## src/hw/rtl/csvp_pkg.sv

```systemverilog
// Shared types and constants for the CSV integer field parser.
`default_nettype none

package csvp_pkg;

  // Column limit and derived widths
  localparam int MAX_COLUMNS = 16;
  localparam int COL_W       = $clog2(MAX_COLUMNS + 1);
  localparam int CFG_W       = 5;
  localparam int VAL_W       = 32;
  localparam int ROW_W       = 32;
  localparam int COL_OUT_W   = 4;

  // Configuration register indexes
  localparam logic REG_COLUMN_COUNT = 1'b0;
  localparam logic REG_SKIP_HEADER  = 1'b1;

  // Character codes
  localparam logic [7:0] CH_NEWLINE = 8'd10;
  localparam logic [7:0] CH_COMMA   = 8'd44;
  localparam logic [7:0] CH_SPACE   = 8'd32;
  localparam logic [7:0] CH_TAB     = 8'd9;
  localparam logic [7:0] CH_ZERO    = 8'd48;
  localparam logic [7:0] CH_NINE    = 8'd57;

  typedef struct packed {
    logic [7:0] data_byte;
    logic       end_of_input;
  } csvp_in_t;

  typedef struct packed {
    logic [VAL_W-1:0]     field_value;
    logic [COL_OUT_W-1:0] column;
    logic [ROW_W-1:0]     row_index;
    logic                 padded;
    logic                 last_of_row;
  } csvp_out_t;

endpackage

`default_nettype wire

```

## src/hw/rtl/csv_integer_field_parser.sv

```systemverilog
// Top level of the CSV integer field parser.
`default_nettype none

// Takes one CSV text byte per transaction and returns one unsigned 32-bit
// value per configured column of each data row, with column and row number.
// A byte is parsed in the cycle it is accepted and its result lands in the
// output register, so one byte per cycle is sustained while the output side
// keeps up. When a newline or end of input closes a short row, the padding
// results are issued one per cycle from a column counter while the output
// side keeps up, and input is held off until the padding is done. Configure
// column_count and skip_header only while the block is idle.
module csv_integer_field_parser
  import csvp_pkg::*;
(
  input  wire logic      clk,
  input  wire logic      rst_n,
  input  wire logic      in_valid,
  output logic           in_ready,
  input  wire csvp_in_t  in_data,
  output logic           out_valid,
  input  wire logic      out_ready,
  output csvp_out_t      out_data,
  input  wire logic      cfg_we,
  input  wire logic      cfg_index,
  input  wire logic [CFG_W-1:0] cfg_wdata
);

  // Configuration registers
  logic [CFG_W-1:0] column_count_r;
  logic             skip_header_r;

  // Stream state
  logic             header_pending_r, header_pending_nxt;
  logic [VAL_W-1:0] acc_r, acc_nxt;
  logic             spoiled_r, spoiled_nxt;
  logic [COL_W-1:0] col_r, col_nxt;
  logic             line_started_r, line_started_nxt;
  logic             ignore_r, ignore_nxt;
  logic [ROW_W-1:0] row_r, row_nxt;

  // Padding sequencer
  logic             pad_active_r, pad_active_nxt;
  logic [COL_W-1:0] pad_col_r, pad_col_nxt;
  logic [ROW_W-1:0] pad_row_r, pad_row_nxt;

  // Output register
  logic             out_valid_r, out_valid_nxt;
  csvp_out_t        out_data_r, out_data_nxt;

  logic             slot_free;
  logic             accept;
  logic [COL_W-1:0] count;
  logic [7:0]       b;
  logic             eoi;
  logic             is_digit;
  logic [VAL_W-1:0] value;
  logic             emit;
  csvp_out_t        emit_data;

  assign slot_free = !out_valid_r || out_ready;
  assign in_ready  = slot_free && !pad_active_r;
  assign accept    = in_valid && in_ready;
  assign out_valid = out_valid_r;
  assign out_data  = out_data_r;

  assign b        = in_data.data_byte;
  assign eoi      = in_data.end_of_input;
  assign is_digit = (b >= CH_ZERO) && (b <= CH_NINE);
  assign value    = spoiled_r ? '0 : acc_r;

  // Clamp the configured column count to 1..MAX_COLUMNS
  always_comb begin
    priority if (column_count_r == '0) begin
      count = COL_W'(1);
    end else if (COL_W'(column_count_r) > COL_W'(MAX_COLUMNS)) begin
      count = COL_W'(MAX_COLUMNS);
    end else begin
      count = COL_W'(column_count_r);
    end
  end

  // Parse the accepted byte
  always_comb begin
    header_pending_nxt = header_pending_r;
    acc_nxt            = acc_r;
    spoiled_nxt        = spoiled_r;
    col_nxt            = col_r;
    line_started_nxt   = line_started_r;
    ignore_nxt         = ignore_r;
    row_nxt            = row_r;
    pad_active_nxt     = pad_active_r;
    pad_col_nxt        = pad_col_r;
    pad_row_nxt        = pad_row_r;
    emit               = 1'b0;
    emit_data.field_value = value;
    emit_data.column      = col_r[COL_OUT_W-1:0];
    emit_data.row_index   = row_r;
    emit_data.padded      = 1'b0;
    emit_data.last_of_row = (col_r == count - COL_W'(1));

    if (accept) begin
      if (!eoi && header_pending_r && skip_header_r) begin
        // Drop header bytes until its newline
        if (b == CH_NEWLINE) begin
          header_pending_nxt = 1'b0;
          acc_nxt            = '0;
          spoiled_nxt        = 1'b0;
          col_nxt            = '0;
          line_started_nxt   = 1'b0;
          ignore_nxt         = 1'b0;
        end
      end else if (eoi || b == CH_NEWLINE) begin
        // Close the row: last field now, padding from the sequencer
        if (line_started_r) begin
          if (!ignore_r && col_r < count) begin
            emit = 1'b1;
            if (col_r + COL_W'(1) < count) begin
              pad_active_nxt = 1'b1;
              pad_col_nxt    = col_r + COL_W'(1);
              pad_row_nxt    = row_r;
            end
          end
          row_nxt = row_r + ROW_W'(1);
        end
        acc_nxt          = '0;
        spoiled_nxt      = 1'b0;
        col_nxt          = '0;
        line_started_nxt = 1'b0;
        ignore_nxt       = 1'b0;
        if (eoi) begin
          header_pending_nxt = 1'b1;
          row_nxt            = '0;
        end else begin
          header_pending_nxt = 1'b0;
        end
      end else begin
        line_started_nxt = 1'b1;
        if (!ignore_r) begin
          priority if (b == CH_COMMA) begin
            // End the field
            acc_nxt     = '0;
            spoiled_nxt = 1'b0;
            if (col_r >= count) begin
              ignore_nxt = 1'b1;
            end else begin
              emit    = 1'b1;
              col_nxt = col_r + COL_W'(1);
              if (col_r + COL_W'(1) >= count) begin
                ignore_nxt = 1'b1;
              end
            end
          end else if (is_digit) begin
            // Accumulate value*10 + digit
            if (!spoiled_r) begin
              acc_nxt = {acc_r[VAL_W-4:0], 3'b000} + {acc_r[VAL_W-2:0], 1'b0}
                        + VAL_W'(b[3:0]);
            end
          end else if (b == CH_SPACE || b == CH_TAB) begin
            acc_nxt = acc_r;
          end else begin
            spoiled_nxt = 1'b1;
            acc_nxt     = '0;
          end
        end
      end
    end

    // Advance the padding sequencer when the output slot frees up
    if (pad_active_r && slot_free) begin
      pad_col_nxt = pad_col_r + COL_W'(1);
      if (pad_col_r == count - COL_W'(1)) begin
        pad_active_nxt = 1'b0;
      end
    end
  end

  // Load the output register
  always_comb begin
    out_valid_nxt = out_valid_r;
    out_data_nxt  = out_data_r;
    if (emit) begin
      out_valid_nxt = 1'b1;
      out_data_nxt  = emit_data;
    end else if (pad_active_r && slot_free) begin
      out_valid_nxt            = 1'b1;
      out_data_nxt.field_value = '0;
      out_data_nxt.column      = pad_col_r[COL_OUT_W-1:0];
      out_data_nxt.row_index   = pad_row_r;
      out_data_nxt.padded      = 1'b1;
      out_data_nxt.last_of_row = (pad_col_r == count - COL_W'(1));
    end else if (out_ready) begin
      out_valid_nxt = 1'b0;
    end
  end

  // Control and configuration registers
  always_ff @(posedge clk) begin
    if (!rst_n) begin
      column_count_r   <= CFG_W'(1);
      skip_header_r    <= 1'b1;
      header_pending_r <= 1'b1;
      acc_r            <= '0;
      spoiled_r        <= 1'b0;
      col_r            <= '0;
      line_started_r   <= 1'b0;
      ignore_r         <= 1'b0;
      row_r            <= '0;
      pad_active_r     <= 1'b0;
      out_valid_r      <= 1'b0;
    end else begin
      header_pending_r <= header_pending_nxt;
      acc_r            <= acc_nxt;
      spoiled_r        <= spoiled_nxt;
      col_r            <= col_nxt;
      line_started_r   <= line_started_nxt;
      ignore_r         <= ignore_nxt;
      row_r            <= row_nxt;
      pad_active_r     <= pad_active_nxt;
      out_valid_r      <= out_valid_nxt;
      if (cfg_we) begin
        unique case (cfg_index)
          REG_COLUMN_COUNT: column_count_r <= cfg_wdata;
          REG_SKIP_HEADER:  skip_header_r  <= cfg_wdata[0];
          default:          skip_header_r  <= skip_header_r;
        endcase
      end
    end
  end

  // Payload registers
  always_ff @(posedge clk) begin
    pad_col_r  <= pad_col_nxt;
    pad_row_r  <= pad_row_nxt;
    out_data_r <= out_data_nxt;
  end

endmodule

`default_nettype wire

```

## config.mk

```make
export PLATFORM = sky130hd
export DESIGN_NAME = csv_integer_field_parser
export DESIGN_NICKNAME = d
export VERILOG_FILES = /design/src/hw/rtl/csvp_pkg.sv /design/src/hw/rtl/csv_integer_field_parser.sv
export SDC_FILE = /design/constraint.sdc
export NUM_CORES = 1
export LEC_CHECK = 0
export ABC_CLOCK_PERIOD_IN_PS = 9000
export BUFFER_PORTS_ARGS = -buffer_cell sky130_fd_sc_hd__buf_2
export CORE_MARGIN = 10
export CORE_UTILIZATION = 41
export CTS_BUF_LIST = sky130_fd_sc_hd__clkbuf_8
export CTS_CLUSTER_DIAMETER = 80
export DETAILED_ROUTE_END_ITERATION = 10
export GPL_TIMING_DRIVEN = 1
export PLACE_DENSITY = 0.58
export SLEW_MARGIN = 10
export SYNTH_ARGS = -nofsm -noshare
export SYNTH_HDL_FRONTEND = slang
export SYNTH_SLANG_ARGS = --single-unit
```

## constraint.sdc

```tcl
create_clock -name clk -period 9 [get_ports clk]
set_input_delay 2.7 -clock clk [delete_from_list [all_inputs] [get_ports clk]]
set_output_delay 2.7 -clock clk [all_outputs]
set_load 0.01 [all_outputs]
```

* Word-level counts from Yosys, hierarchy flattened
Cells that the tools add are included. Widths: inputs -> output; s select.
Storage, ports and cells: flip-flop bits (word level) 188, input bits 20, output and inout bits 72, logic and storage cells 147
Cells by class: $add $sub $neg 6, magnitude comparators 7, equal/unequal tests 14, mux-type cells 65, bitwise gates (word level) 2, reductions and logical operators 35
Operators with widths (number):
- $mux 32 | 11
- $mux 70 | 2
- $mux 5 | 15
- $mux 1 | 37
- $add 32x1->32 const B | 1
- $add 32x32->32 | 1
- $add 32x4->32 | 1
- $eq 8x4->1 const B | 2
- $eq 8x6->1 const B | 2
- $reduce_bool 2->1 | 8
- $reduce_and 5->1 | 3
- $reduce_and 6->1 | 2
- $add 5x1->5 const B | 2
- $eq 5x5->1 | 2
- $ge 5x5->1 | 2
- $lt 5x5->1 | 2
- $ge 8x6->1 const B | 1
- $le 8x6->1 const B | 1
- $logic_and 1x1->1 | 7
- $reduce_and 2->1 | 3
- $reduce_bool 3->1 | 2
- $gt 5x5->1 const B | 1
- $logic_not 5->1 | 1
- $ne 5x2->1 const B | 1
- 12 further kinds | 19

* Longest topological paths before layout
word-level depth 12, mapped depth 16

* Least setup slack after synthesis
Ideal clock, no wire load.
kind input port to flip-flop, start point in in_data[8] (netlist bit), end point reg pad_col_r[0], enable pin, setup time 314 ps, arrival time 7084 ps, required time 8686 ps, path slack 1601 ps, stages 6, cell sequence nor2_1 -> nand4_1 -> nand2b_1 -> o2111ai_1 -> nor4_1 -> or2_2
On the way: longest elaborated chain between the ends 4
RTL lines:
- start: declaration | line csv_integer_field_parser.sv:19 | input wire csvp_in_t in_data,
- $eq 8x4->1 | line csv_integer_field_parser.sv:112 | end else if (eoi || b == CH_NEWLINE) begin
- $logic_or 1x1->1 | line csv_integer_field_parser.sv:112
- $reduce_bool 2->1 (no source line)
- $reduce_and 6->1 (no source line)
- end signal: assignment | line csv_integer_field_parser.sv:232 | pad_col_r <= pad_col_nxt;
- end: declaration | line csv_integer_field_parser.sv:43 | logic [COL_W-1:0] pad_col_r, pad_col_nxt;
Every way passes these cells. A chain may end at the register's enable or synchronous reset.

* Worst setup path after layout
start point in out_ready, end point out in_ready
On the way: longest elaborated chain between the ends 2
RTL lines:
- start: declaration | line csv_integer_field_parser.sv:21 | input wire logic out_ready,
- $logic_or 1x1->1 | line csv_integer_field_parser.sv:60 | assign slot_free = !out_valid_r || out_ready;
- $logic_and 1x1->1 | line csv_integer_field_parser.sv:61 | assign in_ready = slot_free && !pad_active_r;
- end: declaration | line csv_integer_field_parser.sv:18 | output logic in_ready,
Every way passes these cells.

==> qor.txt <==
commonest non-fill, non-tap cell in the layout -> edfxtp_1
CP arrival -> 3290 ps
RSZ-0062 raised after global routing -> no
period utilization -> 0.665
Die ar. -> 29,500 um2
RePlAce Congestion -> 0.872
Sink Count -> 188
Clock Latency Late Sink -> 460 ps
Final ANT Viol Nets -> 0
met3 wire length -> 752 um
Post-synth EDFFs -> 106
die width -> 172 um
drt pass-1 iters -> 6
Ports -> 92
register area -> 4820 um2
WL per Instance -> 16.4 um
Reg2Reg Setup Slack -> 5390 ps
Final setup viols -> 0
Leakage -> 4.23 nW
initial antenna violation count -> 0
cell taking the most area after synthesis -> edfxtp_1
vias in the first global route -> 6,413
reg-to-reg critical path startpoint -> column_count_r[3]
met2 routed WL -> 9.35 mm
dpl hpwl -> 13.8 mm
Synth Flop Type -> edfxtp_1
max-slew violation count -> 0
# DRC -> 0
htree depth -> 4
top layer in use -> met4
synthesized area -> 9450 um2
Clock Path Buffers -> 2
CTS hold repair buffers -> 0
Clock Skew -> 18.8 ps
Crit Path Max Fanout -> 4
Core Util, Final -> 0.466
startpoint types -> input port
Vias/cell -> 5.28
Hold Path Depth -> 2
Seq/Total Area, Yosys -> 0.510
CP Launch Point -> out_ready
Fin. Hold Viols -> 0
Core ar. -> 22,600 um2
root buf cell -> clkbuf_8
Fin Setup TNS -> 0 ps
first-pass GRT wire length -> 33.3 mm
global route overflow -> 0
Netlist cell types -> 57
worst slew pin tran -> 1110 ps
synth warn -> 0
peak supply drop -> 0.0757 mV
fillers -> 2,128
Final nets -> 1,037
largest net degree at the start of global routing -> 72
post-synthesis cell count -> 865
Max-Cap Viols -> 0
Hold WC Path Type -> register to register
top cells by area, synth -> edfxtp_1 34%, dfxtp_1 17%, ha_1 9.7%
fmax -> 167 MHz
Rel. slew slack -> 0.260
status -> finished, final reports clean
fin worst setup slack -> 3010 ps
met1 wire length -> 9.92 mm
area of the multi-input gates -> 4420 um2
most frequent cells in the layout -> 106 x edfxtp_1, 91 x buf_2, 82 x dfxtp_1, 73 x ha_1, 65 x nor2_1
post-CTS setup repair buffer count -> 0
Tmin final -> 5990 ps
Critical Path RT -> 6300 ps
vias post-DR -> 6,549
Yosys reg bits -> 188
Die Ht -> 172 um
share of cells above drive strength 1 -> 0.151
Tot GR Track Use -> 0.139
CTS resizes -> 0
CTS tree -> done
power per cell area -> 146 nW/um2
DR iter-0 viols -> 329
cells on worst reg2reg path -> 13
asr flop ratio synth -> 0
CTS buffer count -> 17
type of the worst setup path -> input port to output port
hold endpoint -> acc_r[31]
final WL -> 20.3 mm
synthesized area per cell -> 10.9 um2
n_diodes -> 0
hold_sp -> acc_r[31]
num rows -> 55
total chip power -> 1.54 mW
CTS clk-pin slew, worst paths -> 110 ps
share of the synthesized area in the top cell type -> 0.337
initial core utilization -> 0.418
syn nets -> 960
Layout area overhead -> 11.6%
Port Buffers -> 91
crit end category -> output port
reg2reg end -> out_data[61]
DP Worst Slack -> 3000 ps
-- synth_stat cells, types with 2 or more instances --
cell	n
a211o_1	2
a21o_1	17
a21oi_1	44
a22o_1	39
a22oi_1	13
a311o_1	2
a31oi_1	5
and2_1	4
and3_1	43
and4_1	4
buf_2	10
clkbuf_1	26
dfxtp_1	82
edfxtp_1	106
fa_1	2
ha_1	73
inv_1	19
mux2_2	2
mux2i_1	5
nand2_1	64
nand2b_1	8
nand3_1	27
nand3b_1	5
nand4_1	13
nor2_1	65
nor2b_1	27
nor2b_4	2
nor3_1	7
nor3b_1	2
nor4_1	5
o211a_1	2
o21a_1	6
o21ai_0	27
o21ai_1	7
o21ai_2	2
o21bai_1	2
o31a_1	2
or2_2	3
or3_1	3
xnor2_1	27
xor2_1	45
-- cell type report --
cell class / instances / share of cell area
inverters: 19 / 0.00676
clock buffers: 17 / 0.0222
multi-input cells: 621 / 0.419
clock inverters: 15 / 0.0146
repair buffers: 95 / 0.0460
flip-flops and latches: 188 / 0.457
well taps: 285 / 0.0338
-- worst max path at each step --
| stage | endpoint | slack [ps] |
|---|---|---|
| 3_3_place_gp | in_ready | 3060 |
| 3_5_place_dp | in_ready | 3000 |
| 5_1_grt | in_ready | 2930 |
| 2_1_floorplan | pad_col_r[0] | 1600 |
| 4_1_cts | in_ready | 3000 |
| 6_report | in_ready | 3010 |
-- flip-flops by register name, indices dropped and copies added (netlist names) --
| signal | cells |
|---|---|
| spoiled_r | 1 |
| column_count_r | 5 |
| col_r | 5 |
| pad_row_r | 32 |
| acc_r | 32 |
| pad_col_r | 5 |
| pad_active_r | 1 |
| line_started_r | 1 |
| ignore_r | 1 |
| row_r | 32 |
| skip_header_r | 1 |
| out_valid | 1 |
| out_data | 70 |
| header_pending_r | 1 |
-- kinds of logic after synthesis --
| kind of cell | after synthesis | share of synthesized area |
|---|---|---|
| and+or+nand+nor | 283 | 0.153 |
| DFF | 188 | 0.510 |
| AOI/OAI and AO/OA | 184 | 0.138 |
| adders and majority gates | 75 | 0.101 |
| xor gates and xnor gates | 72 | 0.0667 |
| buffers and inverters | 56 | 0.0236 |
| muxes | 7 | 0.00768 |
-- metal layers --
metal  track usage  up-vias
met5             0        -
met4        0.0405        0
met3        0.0246       20
met2         0.226       99
met1         0.185     3102
li1              -     3328
-- report_power, final --
part,internal [mW],total (mW),leakage [nW],switching (mW)
registers,0.909,0.915,1.47,0.00558
clock network,0.229,0.558,0.195,0.329
logic,0.0245,0.0695,2.57,0.0450
total,1.16,1.54,4.23,0.379
-- per-stage QoR --
| stage | cells | instance area (um2) | hold WS, ps |
|---|---|---|---|
| after floorplan | 865 | 9450 | 421 |
| after global placement | 1208 | 10200 | 439 |
| after detailed placement | 1208 | 10200 | 444 |
| after CTS | 1240 | 10500 | 460 |
| after global routing | 1240 | 10500 | 488 |
| final | 1240 | 10500 | 457 |
-- worst max-delay path, cell delays in order --
cell and delay, ps:
buf_2 70, nand2b_1 100, nor2b_1 240, buf_2 180
Power figures use the tool's default switching activity.
